`src/rtl/gsls_pkg.sv`:
```
package gsls_pkg;

    localparam int MAX_POINTS_DEF     = 8192;
    localparam int EXP_TABLE_SIZE_DEF = 1024;

    localparam int POS_W   = 21;
    localparam int LIK_W   = 32;
    localparam int SIG_W   = 22;
    localparam int NORM_W  = 32;
    localparam int CNT_W   = 14;
    localparam int CFG_IDX_W = 2;
    localparam int CFG_DAT_W = 32;
    localparam int W_W     = 17;   // ROM entry width (entry 0 is 65536)
    localparam int SUM_W   = 48;

    localparam logic [CFG_IDX_W-1:0] REG_POINT_COUNT = 2'd0;
    localparam logic [CFG_IDX_W-1:0] REG_INV_SIGMA   = 2'd1;
    localparam logic [CFG_IDX_W-1:0] REG_NORM_SCALE  = 2'd2;

    localparam logic [CNT_W-1:0]  RST_POINT_COUNT = 14'd6000;
    localparam logic [SIG_W-1:0]  RST_INV_SIGMA   = 22'd22216;
    localparam logic [NORM_W-1:0] RST_NORM_SCALE  = 32'd58097593;

    localparam logic OP_LOAD  = 1'b0;
    localparam logic OP_QUERY = 1'b1;

    // controller to datapath
    typedef struct packed {
        logic clear;    // start of a query: zero accumulator
        logic issue;    // read one entry and start it down the pipe
        logic finish;   // latch the clipped sum
    } gsls_cmd_t;

    // datapath to controller
    typedef struct packed {
        logic pipe_busy;   // some entry still in flight
    } gsls_sts_t;

    // round(65536*exp(-k/32)), double-precision generation at elaboration
    function automatic logic [W_W-1:0] exp_entry(input int k);
        real v;
        v = 65536.0 * $exp(-real'(k) / 32.0);
        return W_W'($rtoi(v + 0.5));
    endfunction

endpackage

```
`src/rtl/gsls_ctrl.sv`:
```
module gsls_ctrl
    import gsls_pkg::*;
#(
    parameter int MAX_POINTS = MAX_POINTS_DEF,
    localparam int IW = $clog2(MAX_POINTS)
)
(
    input  logic             clk,
    input  logic             rst_n,
    input  logic             start,
    input  logic [CNT_W-1:0] point_count,
    input  gsls_sts_t        sts,
    input  logic             out_free,
    output logic             busy,
    output logic [IW-1:0]    rd_addr,
    output gsls_cmd_t        cmd
);

    typedef enum logic [1:0] { S_IDLE, S_RUN, S_DRAIN, S_DONE } state_t;

    localparam int NW = IW + 1;

    state_t         state_reg, state_next;
    logic [NW-1:0]  idx_reg, idx_next;
    logic [NW-1:0]  lim_reg, lim_next;
    logic [NW-1:0]  cnt_ext;

    // count is clamped to MAX_POINTS
    always_comb
    begin
        if (32'(point_count) > 32'(MAX_POINTS))
            cnt_ext = NW'(MAX_POINTS);
        else
            cnt_ext = NW'(point_count);
    end

    always_comb
    begin
        state_next = state_reg;
        idx_next   = idx_reg;
        lim_next   = lim_reg;
        cmd        = '0;
        unique case (state_reg)
            S_IDLE:
            begin
                if (start)
                begin
                    cmd.clear  = 1'b1;
                    idx_next   = '0;
                    lim_next   = cnt_ext;
                    state_next = S_RUN;
                end
            end
            S_RUN:
            begin
                if (idx_reg == lim_reg)
                    state_next = S_DRAIN;
                else
                begin
                    cmd.issue = 1'b1;
                    idx_next  = idx_reg + 1'b1;
                end
            end
            S_DRAIN:
            begin
                if (!sts.pipe_busy && out_free)
                begin
                    cmd.finish = 1'b1;
                    state_next = S_DONE;
                end
            end
            S_DONE:
                state_next = S_IDLE;
            default:
                state_next = S_IDLE;
        endcase
    end

    always_ff @(posedge clk or negedge rst_n)
    begin
        if (!rst_n)
        begin
            state_reg <= S_IDLE;
            idx_reg   <= '0;
            lim_reg   <= '0;
        end
        else
        begin
            state_reg <= state_next;
            idx_reg   <= idx_next;
            lim_reg   <= lim_next;
        end
    end

    assign busy    = (state_reg != S_IDLE);
    assign rd_addr = idx_reg[IW-1:0];

endmodule

```
`config.mk`:
```
export PLATFORM = sky130hd
export DESIGN_NAME = gsls_ctrl
export DESIGN_NICKNAME = d
export VERILOG_FILES = /design/src/rtl/gsls_pkg.sv /design/src/rtl/gsls_ctrl.sv
export SDC_FILE = /design/constraint.sdc
export NUM_CORES = 1
export LEC_CHECK = 0
export BUFFER_PORTS_ARGS = -buffer_cell sky130_fd_sc_hd__buf_2
export CELL_PAD_IN_SITES_DETAIL_PLACEMENT = 0
export CELL_PAD_IN_SITES_GLOBAL_PLACEMENT = 2
export CORE_MARGIN = 2
export CORE_UTILIZATION = 36
export DETAILED_ROUTE_END_ITERATION = 8
export GPL_TIMING_DRIVEN = 0
export PLACE_DENSITY = 0.93
export SYNTH_ARGS = -nofsm -noshare
export SYNTH_HDL_FRONTEND = slang
export SYNTH_SLANG_ARGS = --single-unit
```
`constraint.sdc`:
```
create_clock -name clk -period 2.84 [get_ports clk]
set_input_delay 0.71 -clock clk [delete_from_list [all_inputs] [get_ports clk]]
set_output_delay 0.71 -clock clk [all_outputs]
set_load 0.02 [all_outputs]
```
==> out/metrics.yaml <==
clocking:
  ctsHoldBuffers: 0
  cts_sinks: 30
  htreeDepth: 2
  clkTransAtPathRegs_ns: 0.06
  ctsResizeCount: 0
  tritoncts: "built"
  clkLatencyLatePin_ns: 0.27
  numCtsBuffers: 5
  cts-root-buf: "clkbuf_8"
  cts_buffer_depth: 2
  cts_setup_buffers: 0
critical_path:
  path_class: "reg2out"
  r2r_cells: 7
  critPathLaunchType: "register"
  regToRegSetupSlack_ns: 0.77
  crit_required_ns: 2.13
  arrival_ns: 1.90
  critPathMaxFanout: 10
  worst_r2r_endpoint: "idx_reg[5]"
  reg2reg_from: "state_reg[0]"
  cp-end-kind: "primary output"
final_layout:
  area_delta_synth_final_pct: 18.5
  n_antenna_cell: 0
  fin_cells: 294
  layout.nets: 250
  multi_input_area_um2: 912
  drive_gt1_frac: 0.264
  regArea_um2: 751
  n_fill_cell: 472
logic_synthesis:
  syn_area_um2: 1820
  yosysMostFrequentCell: "dfrtp_1"
  synthFlopType: "dfrtp_1"
  synthDominantCellAreaShare: 0.413
  synthesis.nets: 208
  synth.largest_area_cell: "dfrtp_1"
  yosysSeqAreaShare: 0.413
  avgSynthCellArea_um2: 9.82
  synth.area.top_cells: "dfrtp_1, xnor2_1, mux2i_1"
  syn_inst: 185
  yosys_warnings: 0
  synth_common_cells: "dfrtp_1, nand2_1, buf_4, xnor2_1, nand2b_1"
  synth.distinct_cells: 41
  async_reset_ff_frac: 1.00
  synth_seq_cells: 30
  synth_edf_count: 0
floorplan:
  die-area_um2: 5630
  rows: 25
  io_pins: 36
  core_um2: 4790
  start_util: 0.380
  die_h_um: 75.0
  dieWidth_um: 75.0
placement:
  gp_congestion: 0.744
  portBuffers: 35
  place_ws_ns: 0.494
  dp_hpwl_um: 2960
  dpl.cell_count: 287
global_route:
  antenna_found_initial: 0
  overflow: 0
  grt_use_total: 0.159
  grt_pass1_wl_um: 6690
  grt_max_degree: 31
  first_global_vias: 1399
sta:
  fin_skew_ns: 0.00615
  fin_crit_ns: 2.61
  setup_viol: 0
  worst_pin_slew_ns: 0.680
  rsz0062_at_grt: "no"
  finalHoldViolCount: 0
  max_freq_ghz: 0.383
  slew_violations: 0
  hold_ws_ns: 0.475
  slew_headroom: 0.547
  fin_crit_sh: 0.920
  setup_slack_ns: 0.226
  fin_tns_setup_ns: 0
route:
  via_per_inst: 4.92
  wl_per_cell_um: 13.5
  routed-via-count: 1446
  drt-total-wl_um: 3960
  drtIter0Drc: 78
  antenna_left: 0
  drt_pass1_iterations: 4
  drc: 0
outcome:
  outcome: "completed"
pwr:
  p_per_area_nw_per_um2: 830
  leakage_nw: 0.964
  vdd_ir_drop_max_mv: 0.448
min_path:
  hold_class: "in2async"
flow_run:
  drv_cap: 0
routing by layer:
layer,track usage,routed length (µm),vias up
li1,-,-,734
met4,0.0417,19,0
met1,0.218,1980,667
met5,0,0,-
met2,0.250,1770,43
met3,0.0402,184,2
cells in the final DEF, fill, tap and decap left out, types with 6 or more instances in the layout:
cell type / synthesis / routed
a22o_1: 10 / 10
buf_2: 0 / 35
buf_4: 14 / 14
dfrtp_1: 30 / 30
inv_1: 6 / 6
mux2i_1: 11 / 11
nand2_1: 24 / 24
nand2b_1: 13 / 13
nor2_1: 7 / 7
xnor2_1: 14 / 14
metrics by stage:
stage,area [µm²],power [W],utilization
final,2150,0.00179,0.450
after global routing,2150,0.00194,0.450
after floorplan,1820,0.00127,-
after CTS,2150,0.00181,0.450
after detailed placement,2080,0.00149,0.434
after global placement,2080,0.00147,0.434
critical path, stage by stage, from the launching register on:
cell and delay [ns]:
dfrtp_1 0.45, xnor2_1 0.23, nand4_1 0.13, nor4_2 0.35, buf_4 0.24, nor2_1 0.06, buf_2 0.16
report_power, final:
group	leakage (nW)	total (W)	switching, W	internal, W
combinational	0.527	0.000791	0.000430	0.000361
clock	0.0383	0.000314	0.000145	0.000168
sequential	0.398	0.000681	0.000123	0.000558
worst max path at each step:
stage / slack (ns) / endpoint / depth (start not counted) / startpoint
final: 0.23 / cmd[1] / 6 / idx_reg[9]
after global routing: 0.06 / cmd[1] / 6 / idx_reg[9]
after detailed placement: 0.49 / cmd[1] / 6 / idx_reg[9]
after floorplan: 0.85 / cmd[1] / 5 / idx_reg[3]
after CTS: 0.19 / cmd[1] / 6 / idx_reg[9]
after global placement: 0.51 / cmd[1] / 6 / idx_reg[9]
cell families (layout without fill, tap and decap cells):
kind of cell	Yosys count	after routing	share of synthesized area
fa+ha+maj	4	4	0.0275
simple gates	73	73	0.218
buf+inv	24	66	0.0847
compound gates	27	27	0.116
mux	13	13	0.0730
xor+xnor	14	14	0.0675
flops	30	30	0.413
final cells by class:
type | instances | area share
Inverter | 6 | 0.0105
Clock buffer | 7 | 0.0355
Timing Repair Buffer | 35 | 0.0814
Buffer | 18 | 0.0610
Sequential cell | 30 | 0.349
Multi-Input combinational cell | 131 | 0.424
Tap cell | 67 | 0.0390
No activity file was read; power rests on OpenSTA's default activity.
